==> src/lpht_pkg.sv <==
// ---------------------------------------------------------------------------
// lpht_pkg
// Shared constants, codes and controller/datapath interface types for the
// linear probing hash table.
// ---------------------------------------------------------------------------
package lpht_pkg;

  localparam int SLOTS      = 1024;
  localparam int SLOT_BITS  = $clog2(SLOTS);
  localparam int CNT_BITS   = $clog2(SLOTS + 1);
  localparam int KEY_BITS   = 32;
  localparam int VALUE_BITS = 32;
  localparam int ENTRY_BITS = 2 + KEY_BITS + VALUE_BITS;
  localparam int OP_BITS    = 3;
  localparam int STAT_BITS  = 2;
  localparam int MAXU_BITS  = 10;
  localparam int RANK_BITS  = 11;
  localparam logic [MAXU_BITS-1:0] MAX_USED_RESET = MAXU_BITS'(512);

  typedef enum logic [OP_BITS-1:0] {
    OP_INSERT   = 3'd0,
    OP_REMOVE   = 3'd1,
    OP_FIND     = 3'd2,
    OP_CLEAR    = 3'd3,
    OP_RETRIEVE = 3'd4
  } op_t;

  localparam logic [STAT_BITS-1:0] ST_DONE = 2'd0;
  localparam logic [STAT_BITS-1:0] ST_MISS = 2'd1;
  localparam logic [STAT_BITS-1:0] ST_FULL = 2'd2;

  typedef enum logic [1:0] {
    K_NONE  = 2'd0,
    K_MATCH = 2'd1,
    K_TOMB  = 2'd2,
    K_OPEN  = 2'd3
  } kind_t;

  typedef struct packed {
    logic start;
    logic clr_write;
    logic probe_chk;
    logic apply;
    logic scan_rd;
    logic scan_chk;
    logic result_simple;
    logic emit;
  } cmd_t;

  typedef struct packed {
    op_t  op;
    logic probe_done;
    logic scan_hit;
    logic rank_ok;
    logic clr_last;
    logic out_free;
  } sts_t;

endpackage

==> src/lpht_ctrl.sv <==
// ---------------------------------------------------------------------------
// lpht_ctrl
// Sequencer: clearing pass, probe walk, rank scan, update and result hand-off.
// ---------------------------------------------------------------------------
module lpht_ctrl
  import lpht_pkg::*;
(
  input  logic clk,
  input  logic rst,
  input  logic in_valid,
  input  sts_t sts,
  output cmd_t cmd,
  output logic in_stall
);

  typedef enum logic [3:0] {
    S_INIT, S_IDLE, S_DECODE, S_READ, S_CHECK, S_APPLY,
    S_CLEAR, S_SCAN_RD, S_SCAN_CHK, S_EMIT
  } state_t;

  state_t state, state_next;

  always_comb begin
    cmd        = '0;
    state_next = state;
    unique case (state)
      S_INIT: begin
        cmd.clr_write = 1'b1;
        if (sts.clr_last) state_next = S_IDLE;
      end
      S_IDLE: begin
        if (in_valid) begin
          cmd.start  = 1'b1;
          state_next = S_DECODE;
        end
      end
      S_DECODE: begin
        unique case (sts.op)
          OP_INSERT, OP_REMOVE, OP_FIND: state_next = S_READ;
          OP_CLEAR: state_next = S_CLEAR;
          OP_RETRIEVE: begin
            if (sts.rank_ok) begin
              state_next = S_SCAN_RD;
            end else begin
              cmd.result_simple = 1'b1;
              state_next        = S_EMIT;
            end
          end
          default: begin
            cmd.result_simple = 1'b1;
            state_next        = S_EMIT;
          end
        endcase
      end
      S_READ: begin
        state_next = S_CHECK;
      end
      S_CHECK: begin
        cmd.probe_chk = 1'b1;
        state_next    = sts.probe_done ? S_APPLY : S_READ;
      end
      S_APPLY: begin
        cmd.apply  = 1'b1;
        state_next = S_EMIT;
      end
      S_CLEAR: begin
        cmd.clr_write = 1'b1;
        if (sts.clr_last) begin
          cmd.result_simple = 1'b1;
          state_next        = S_EMIT;
        end
      end
      S_SCAN_RD: begin
        cmd.scan_rd = 1'b1;
        state_next  = S_SCAN_CHK;
      end
      S_SCAN_CHK: begin
        cmd.scan_chk = 1'b1;
        state_next   = sts.scan_hit ? S_EMIT : S_SCAN_RD;
      end
      S_EMIT: begin
        if (sts.out_free) begin
          cmd.emit   = 1'b1;
          state_next = S_IDLE;
        end
      end
      default: state_next = S_IDLE;
    endcase
  end

  always_ff @(posedge clk) begin
    if (rst) begin
      state <= S_INIT;
    end else begin
      state <= state_next;
    end
  end

  assign in_stall = (state != S_IDLE);

endmodule

==> config.mk <==
export PLATFORM = sky130hd
export DESIGN_NAME = lpht_ctrl
export DESIGN_NICKNAME = d
export VERILOG_FILES = /design/src/lpht_pkg.sv /design/src/lpht_ctrl.sv
export SDC_FILE = /design/constraint.sdc
export NUM_CORES = 1
export LEC_CHECK = 0
export BUFFER_PORTS_ARGS = -buffer_cell sky130_fd_sc_hd__buf_2
export CAP_MARGIN = 20
export CORE_MARGIN = 10
export CORE_UTILIZATION = 30
export CTS_CLUSTER_SIZE = 8
export DETAILED_ROUTE_END_ITERATION = 16
export PLACE_DENSITY_LB_ADDON = 0.3
export SETUP_SLACK_MARGIN = 0.05
export SLEW_MARGIN = 20
export SYNTH_ARGS = -nofsm -noshare
export SYNTH_HDL_FRONTEND = slang
export SYNTH_SLANG_ARGS = --single-unit
==> constraint.sdc <==
create_clock -name clk -period 2.4 [get_ports clk]
set_input_delay 0.48 -clock clk [delete_from_list [all_inputs] [get_ports clk]]
set_output_delay 0.48 -clock clk [all_outputs]
set_load 0.1 [all_outputs]
==> results of run 1 <==
[worst max path at each step]
stage              from     end  cells after the start
2_1_floorplan  state[3]  cmd[0]                      3
3_3_place_gp     sts[6]  cmd[1]                      6
5_1_grt        state[3]  cmd[0]                      3
6_report       state[3]  cmd[0]                      3
4_1_cts        state[3]  cmd[0]                      3
3_5_place_dp     sts[6]  cmd[1]                      6
[area by class of cell]
type	instances	area share
timing repair buffer	21	0.1789
clock buffer	3	0.03579
sequential	4	0.1272
inverter	2	0.01193
tap	16	0.03181
multi-input combinational	55	0.6143
[what timing repair did]
action,4_1_cts,5_1_grt
endpoints found under the setup margin,0,1
resized for setup,0,1
hold buffers,0,0
buffers inserted,0,0
[power breakdown]
part	switching [mW]	total (mW)	internal [mW]	leakage, nW
combinational	0.0726	0.103	0.0301	0.213
sequential	0.00516	0.0746	0.0695	0.0325
clock	0.0250	0.0808	0.0558	0.0138
total	0.103	0.258	0.155	0.259
[cell families (layout without fill, tap and decap cells)]
| family | count (synthesis) | after routing | synth area share |
|---|---|---|---|
| multiplexers | 1 | 1 | 0.02331 |
| XOR/XNOR | 1 | 1 | 0.01814 |
| AND/OR/NAND/NOR | 34 | 34 | 0.4482 |
| AO/OA/AOI/OAI | 19 | 19 | 0.2643 |
| flip-flops | 4 | 4 | 0.1658 |
| buffers and inverters | 7 | 26 | 0.08032 |
[worst max-delay path: cells and delay by family (launching register included)]
kind	cells	cell delay [ps]
AND/OR/NAND/NOR	1	290
buffers and inverters	2	560
flip-flops	1	600
[routing by layer]
metal  GRT usage  vias to the layer above
met5           0                        -
met4     0.05769                        0
met3     0.02542                        4
met2      0.1132                       12
met1     0.08009                      235
li1            -                      290
[cell usage in the layout (no fill, tap or decap), types with 3 or more instances in the layout]
master and count:
a21oi_1 6, clkbuf_4 4, buf_2 18, nand2_1 6, dfxtp_1 4, o21ai_0 3
nor2_1 5, nand2b_1 3
[metrics by stage]
step | std cells | setup WS [ps] | setup TNS (ps)
2_1_floorplan | 66 | -420.7 | -1055
3_3_place_gp | 98 | 269.4 | 0
3_5_place_dp | 98 | 241.1 | 0
5_1_grt | 101 | 126.6 | 0
4_1_cts | 101 | 142.7 | 0
6_report | 101 | 238.5 | 0
==> flow_summary.toml, run 1 <==
[outcome]
status = "completed"

[sta]
fin_crit_ps = 2162
finalSetupViolCount = 0
rsz0062_at_grt = "false"
fin_skew_ps = 0.4939
slew_violations = 0
hold_slack_ps = 462.3
max_freq_ghz = 0.4626
hold_viol = 0
post-route-period-util = 0.9006
slew_headroom = 0.6595
max_slew.worst_pin.slew_ps = 510.0

[min_path]
min_from = "rst"
hp-class = "input pin to flip-flop"
worstHoldEndpoint = "state[0]"
holdPathStages = 2

[critical_path]
rrSetupSlack_ps = 710
crit_path_max_incr_delay_ps = 600
r2r_cells = 4
end_kind = "primary output"
crit_chain = "inv_1 > nor4b_2 > clkbuf_4"
crit_type = "flip-flop to primary output"
critPathRequiredTime_ps = 1920
reg2reg_to = "state[1]"
crit_path_start_kind = "flip-flop"
worstPathArrival_ps = 1680
rr_startpoint = "state[1]"
critPathMaxFanout = 15
slowest_stage = "dfxtp_1"

[detailed_routing]
antenna_left = 0
drc = 0
vias = 541
drt_iter0_markers = 12
viasPerCell = 5.356
routed.top_layer = "met4"
wl_met3_um = 115
dr_wl_met2_um = 615
wl_met1_um = 587
routed_wl_um = 1345
wire_per_inst_um = 13.32
first_pass_iters = 4

[global_routing]
grt_pass1_wl_um = 2104
overflow = 0
grt_pass1_vias = 510
antenna_found_initial = 0
grt_usage = 0.07365
grt_max_degree = 18

[floorplanning]
boundaryPins = 20
core-area_um2 = 1506
start_util = 0.3206
dieArea_um2 = 3615
rows = 14
die_w_um = 60.13
die_h_um = 60.13

[synthesis]
ys.flop_type = "dfxtp_1"
seq_area_frac_synth = 0.1658
synth_top_area_cell = "dfxtp_1"
syn_inst = 66
synth-seq-cells = 4
yosysWarnings = 0
yosys-top-cells-area = "dfxtp_1 17%, a21oi_1 6.2%, nor2_1 5.4%"
avgSynthCellArea_um2 = 7.318
synthDistinctLibCells = 34
yosysMostFrequentCell = "nor2_1"
synth-edff-count = 0
synth_nets = 77
synthTopCellsByCount = "7 x nor2_1, 6 x a21oi_1, 6 x nand2_1"
syn-cell-area_um2 = 483.0
yosys.area.top_type_share = 0.1658
async_flop_share = 0

[power_and_ir_drop]
ir_drop_mv = 0.2698
power_leakage_nw = 0.2592
power_density_nw_per_um2 = 410.1
total_power_uw = 258.1

[placement]
dpl.hpwl_um = 1062
port_buffers = 19
dpl-instance-area_um2 = 604.3
place_congestion = 0.7550

[clock_network]
clk_pin_slew_ps = 40
clock-sinks = 4
worstSkewPairLatency_ps = 230
tritoncts = "yes"
root_buffer = "clkbuf_4"
h-tree-depth = 1
cts_inserted_buffers = 3
clockBufferDepth = 2

[final_layout]
syn_to_final_growth_pct = 30.31
fillerInstances = 157
layout-drive-gt1-share = 0.4353
regMostFlops = "state"
utilization = 0.4178
multi_input_area_um2 = 386.6
regArea_um2 = 80.08
largest_reg_flops = 4
finalNetCount = 98
largest_registers = "state x4"
fin_area_um2 = 629.4
antenna_cells = 0

[flow_run]
maxCapViolations = 0
No activity file was read; power rests on OpenSTA's default activity.
==> inputs of run 2 (changes only) <==
CTS_BUF_LIST = sky130_fd_sc_hd__clkbuf_4 sky130_fd_sc_hd__clkbuf_8   (was unset)
TNS_END_PERCENT = 10   (was unset)
==> run 2 against run 1 <==
Against the previous run: critical path type unchanged; clock skew rose by 1.3 ps; combinational power barely moved; hold slack improved by 6.2 ps; via count rose by 0.74%; largest cell class unchanged; final cell count did not move; first-iteration DRC count fell by 67%; critical endpoint is now cmd[6]; clock power fell by 2%; register-to-register slack barely moved.
==> flow_summary.toml, run 2 (synthesized netlist as in run 1, its figures left out) <==
[floorplanning]
dieArea_um2 = 3615
core-area_um2 = 1506
die_w_um = 60.13
rows = 14
die_h_um = 60.13
boundaryPins = 20
start_util = 0.3206

[critical_path]
end_kind = "primary output"
worstPathArrival_ps = 1690
crit_path_start_kind = "flip-flop"
critPathMaxFanout = 17
critPathRequiredTime_ps = 1920
crit_type = "flip-flop to primary output"

[placement]
port_buffers = 19
place_congestion = 0.7468
dp_cells = 98
dpl.hpwl_um = 1074
place_ws_ps = 237.5
dpl-instance-area_um2 = 599.3

[global_routing]
grt_usage = 0.07951
grt_max_degree = 19
grt_pass1_vias = 525
grt_pass1_wl_um = 2297
antenna_found_initial = 0
overflow = 0

[final_layout]
layout.cells.non_filler = 101
antenna_cells = 0
largest_registers = "state x4"
largest_reg_flops = 4
syn_to_final_growth_pct = 29.02
final_common_cell = "buf_2"
utilization = 0.4136
final_cell_mix = "19 x buf_2, 7 x nor2_1, 6 x nand2_1, 6 x a21oi_1"
finalNetCount = 98
fillerInstances = 171
regMostFlops = "state"
fin_area_um2 = 623.1
layout-drive-gt1-share = 0.4235

[sta]
fin_crit_ps = 2166
rsz0062_at_grt = "false"
post-route-period-util = 0.9026
finalSetupViolCount = 0
max_slew.worst_pin.slew_ps = 527.1
max_freq_ghz = 0.4616
fin_skew_ps = 1.780
fin_ws_ps = 233.7
hold_viol = 0
slew_headroom = 0.6481
slew_violations = 0

[clock_network]
clk_pin_slew_ps = 30
clock-sinks = 4
cts_hold_buffers = 0
postCtsSetupBuffers = 0
cts_inserted_buffers = 3
tritoncts = "yes"
ctsResizeCount = 0
worstSkewPairLatency_ps = 230
h-tree-depth = 1
clockBufferDepth = 2
root_buffer = "clkbuf_4"

[detailed_routing]
first_pass_iters = 3
routed_wl_um = 1344
wl_met1_um = 604
wire_per_inst_um = 13.31
antenna_left = 0
dr_wl_met2_um = 637
vias = 545
drc = 0
wl_met3_um = 102
viasPerCell = 5.396
drt_iter0_markers = 4
routed.top_layer = "met3"

[power_and_ir_drop]
power_density_nw_per_um2 = 411.2
internal_power_uw = 155.0
total_power_uw = 256.2
combinationalPowerShare = 0.396
clockPowerShare = 0.309
ir_drop_mv = 0.1913
p_sw_uw = 101.2
seq_power_share = 0.295
power_leakage_nw = 0.2609
switching_share = 0.3951

[flow_run]
maxCapViolations = 0

[outcome]
status = "completed"

[min_path]
hp-class = "input pin to flip-flop"
run 2: cell types whose count changed in the layout (fill, tap and decap cells not counted), sizes merged:
cell    before  now
buf         20   21
clkbuf       4    3
run 2: power by group through the flow:
stage | Sequential, mW | Combinational (mW) | Clock, mW
after floorplan | 0.0737 | 0.0798 | 0
after CTS | 0.0757 | 0.102 | 0.0849
after global placement | 0.0764 | 0.102 | 0
after detailed placement | 0.0767 | 0.102 | 0
after global routing | 0.0768 | 0.109 | 0.0906
final | 0.0756 | 0.101 | 0.0791
run 2: final cells by class:
cell class,count,area (um^2),share of cell area
Sequential cell,4,81.33,0.1305
Timing Repair Buffer,21,110.1,0.1767
Clock buffer,3,22.52,0.03614
Inverter,2,7.507,0.01205
Multi-Input combinational cell,55,381.6,0.6124
Tap cell,16,20.02,0.03213
run 2: stage by stage:
step | hold slack (ps) | TNS (ps)
after global routing | 467.6 | 0
after floorplan | 546.2 | -1168
after detailed placement | 681.1 | 0
after global placement | 675.2 | 0
final | 468.5 | 0
after CTS | 457.4 | 0
run 2: worst paths after layout:
check | startpoint | end | slack [ps] | cells past startpoint
setup / recovery | state[1] | cmd[6] | 230 | 3
hold / removal | rst | state[0] | 470 | 2
setup reg to reg | state[1] | state[1] | 710 | 4
hold reg to reg | state[3] | state[3] | 700 | 2
run 2: critical path, cell delays in order (launching register included):
cell and delay (ps):
dfxtp_1 640, xor2_1 160, nor3_2 190, buf_2 470
run 2: layer usage:
metal  vias up  GRT usage
met4         0    0.02885
met5         -          0
met2        10     0.1235
met3         0    0.03178
li1        290          -
met1       245    0.09529
==> inputs of run 3 (changes only) <==
RECOVER_POWER = 100   (was unset)
==> run 3 against run 2 <==
Against the previous run: sequential power about the same; fmax shrank 2.8%; count of clock-buffer cells in the layout unchanged; die area unchanged; total power about the same; largest power group unchanged.
==> flow_summary.toml, run 3 (synthesized netlist as in run 1, its figures left out) <==
[final_layout]
final_cell_mix = "10 x buf_2, 9 x clkbuf_2, 7 x nor2_1"
final_common_cell = "buf_2"
largest_reg_flops = 4
antenna_cells = 0
regArea_um2 = 81.33
layout-drive-gt1-share = 0.4118
fillerInstances = 171
syn_to_final_growth_pct = 28.24
multi_input_area_um2 = 377.9
finalNetCount = 98
regMostFlops = "state"
largest_registers = "state x4"

[critical_path]
end_kind = "primary output"
crit_path_start_kind = "input pin"
critPathBufInv = 2
crit_path_max_incr_delay_ps = 480
critPathMaxFanout = 3
slowest_stage = "or3b_2"
cp_top_family = "simple AND/OR/NAND/NOR gates"
reg2reg_to = "state[1]"
r2r_cells = 4
rrSetupSlack_ps = 710
worstPathArrival_ps = 1750
crit_chain = "buf_2 > or3b_2 > nand2_1 > o21ai_0 > and3_1 > clkbuf_2"
rr_startpoint = "state[1]"
crit_type = "input pin to primary output"
critPathRequiredTime_ps = 1920

[sta]
slew_violations = 0
rsz0062_at_grt = "false"
finalSetupViolCount = 0
hold_viol = 0
post-route-period-util = 0.9289
max_slew.worst_pin.slew_ps = 544.7
max_freq_ghz = 0.4486
fin_crit_ps = 2229
fin_skew_ps = 1.833
tns_ps = 0
slew_headroom = 0.6384

[power_and_ir_drop]
power_density_nw_per_um2 = 413.3
power_leakage_nw = 0.2534
total_power_uw = 256.0
ir_drop_mv = 0.1903

[min_path]
hp-class = "input pin to flip-flop"
holdPathStages = 2
min_from = "rst"
worstHoldEndpoint = "state[0]"

[global_routing]
grt_usage = 0.07951
grt_pass1_vias = 525
overflow = 0
grt_max_degree = 19
antenna_found_initial = 0
grt_pass1_wl_um = 2297

[placement]
port_buffers = 19
place_congestion = 0.7468
dpl.hpwl_um = 1074

[detailed_routing]
first_pass_iters = 4
wire_per_inst_um = 13.40
routed_wl_um = 1353
drt_iter0_markers = 11
antenna_left = 0
vias = 547
viasPerCell = 5.416
drc = 0

[floorplanning]
core-area_um2 = 1506
die_h_um = 60.13
start_util = 0.3206
rows = 14
dieArea_um2 = 3615
boundaryPins = 20
die_w_um = 60.13

[clock_network]
postCtsSetupBuffers = 0
cts_inserted_buffers = 3
tritoncts = "yes"
cts_hold_buffers = 0
worstSkewPairLatency_ps = 230
root_buffer = "clkbuf_4"
h-tree-depth = 1
clock-sinks = 4
clockBufferDepth = 2
clk_pin_slew_ps = 30

[outcome]
status = "completed"

[flow_run]
maxCapViolations = 0
-- run 3: changes by cell type in the layout (fill, tap and decap cells not counted), sizes merged --
cell	before	now
clkbuf	3	12
buf	21	12
-- run 3: per-stage QoR --
stage / worst slack (ps) / std cells / area, um^2 / utilization / hold slack, ps
2_1_floorplan: -420.7 / 66 / 500.5 / - / 546.2
3_3_place_gp: 250.6 / 98 / 599.3 / 0.3978 / 675.2
3_5_place_dp: 237.5 / 98 / 599.3 / 0.3978 / 681.1
4_1_cts: 160.2 / 101 / 621.8 / 0.4128 / 457.4
5_1_grt: 60.58 / 101 / 619.3 / 0.4111 / 467.6
6_report: 170.6 / 101 / 619.3 / 0.4111 / 468.5
-- run 3: worst reg2reg max path, cell delays in order, from the launching register on --
cell and delay [ps]:
dfxtp_1 650, or4b_1 510, a21oi_1 190, o211ai_1 110, a21oi_1 150
-- run 3: routing by layer --
layer  global-route usage  part of all wire  up-vias
li1                     -                 -      291
met1              0.09529              0.44      242
met2               0.1235              0.47       14
met4              0.02885                 0        0
met3              0.03178             0.082        0
met5                    0                 0        -
-- run 3: what timing repair did --
action                                  CTS  global route
resized for setup                         0             1
endpoints found under the setup margin    0             3
endpoints found under the hold margin     0             0
-- run 3: power by group --
group	switching, mW	leakage, nW	internal [mW]
sequential	0.00616	0.0331	0.0695
clock	0.0235	0.0138	0.0557
combinational	0.0719	0.207	0.0293
total	0.102	0.253	0.154
-- run 3: area by class of cell --
cell class                 instances  area share
clock buffer                       3     0.03636
sequential                         4      0.1313
multi-input combinational         55      0.6101
timing repair buffer              21      0.1778
inverter                           2     0.01212
tap                               16     0.03232
-- run 3: worst max path at each step --
stage	cells past startpoint	from	slack [ps]	to
finish	6	sts[6]	170	cmd[1]
global route	3	state[1]	60	cmd[6]
detailed placement	6	sts[6]	240	cmd[1]
floorplan	3	state[3]	-420	cmd[0]
CTS	3	state[2]	160	cmd[3]
global placement	6	sts[6]	250	cmd[1]
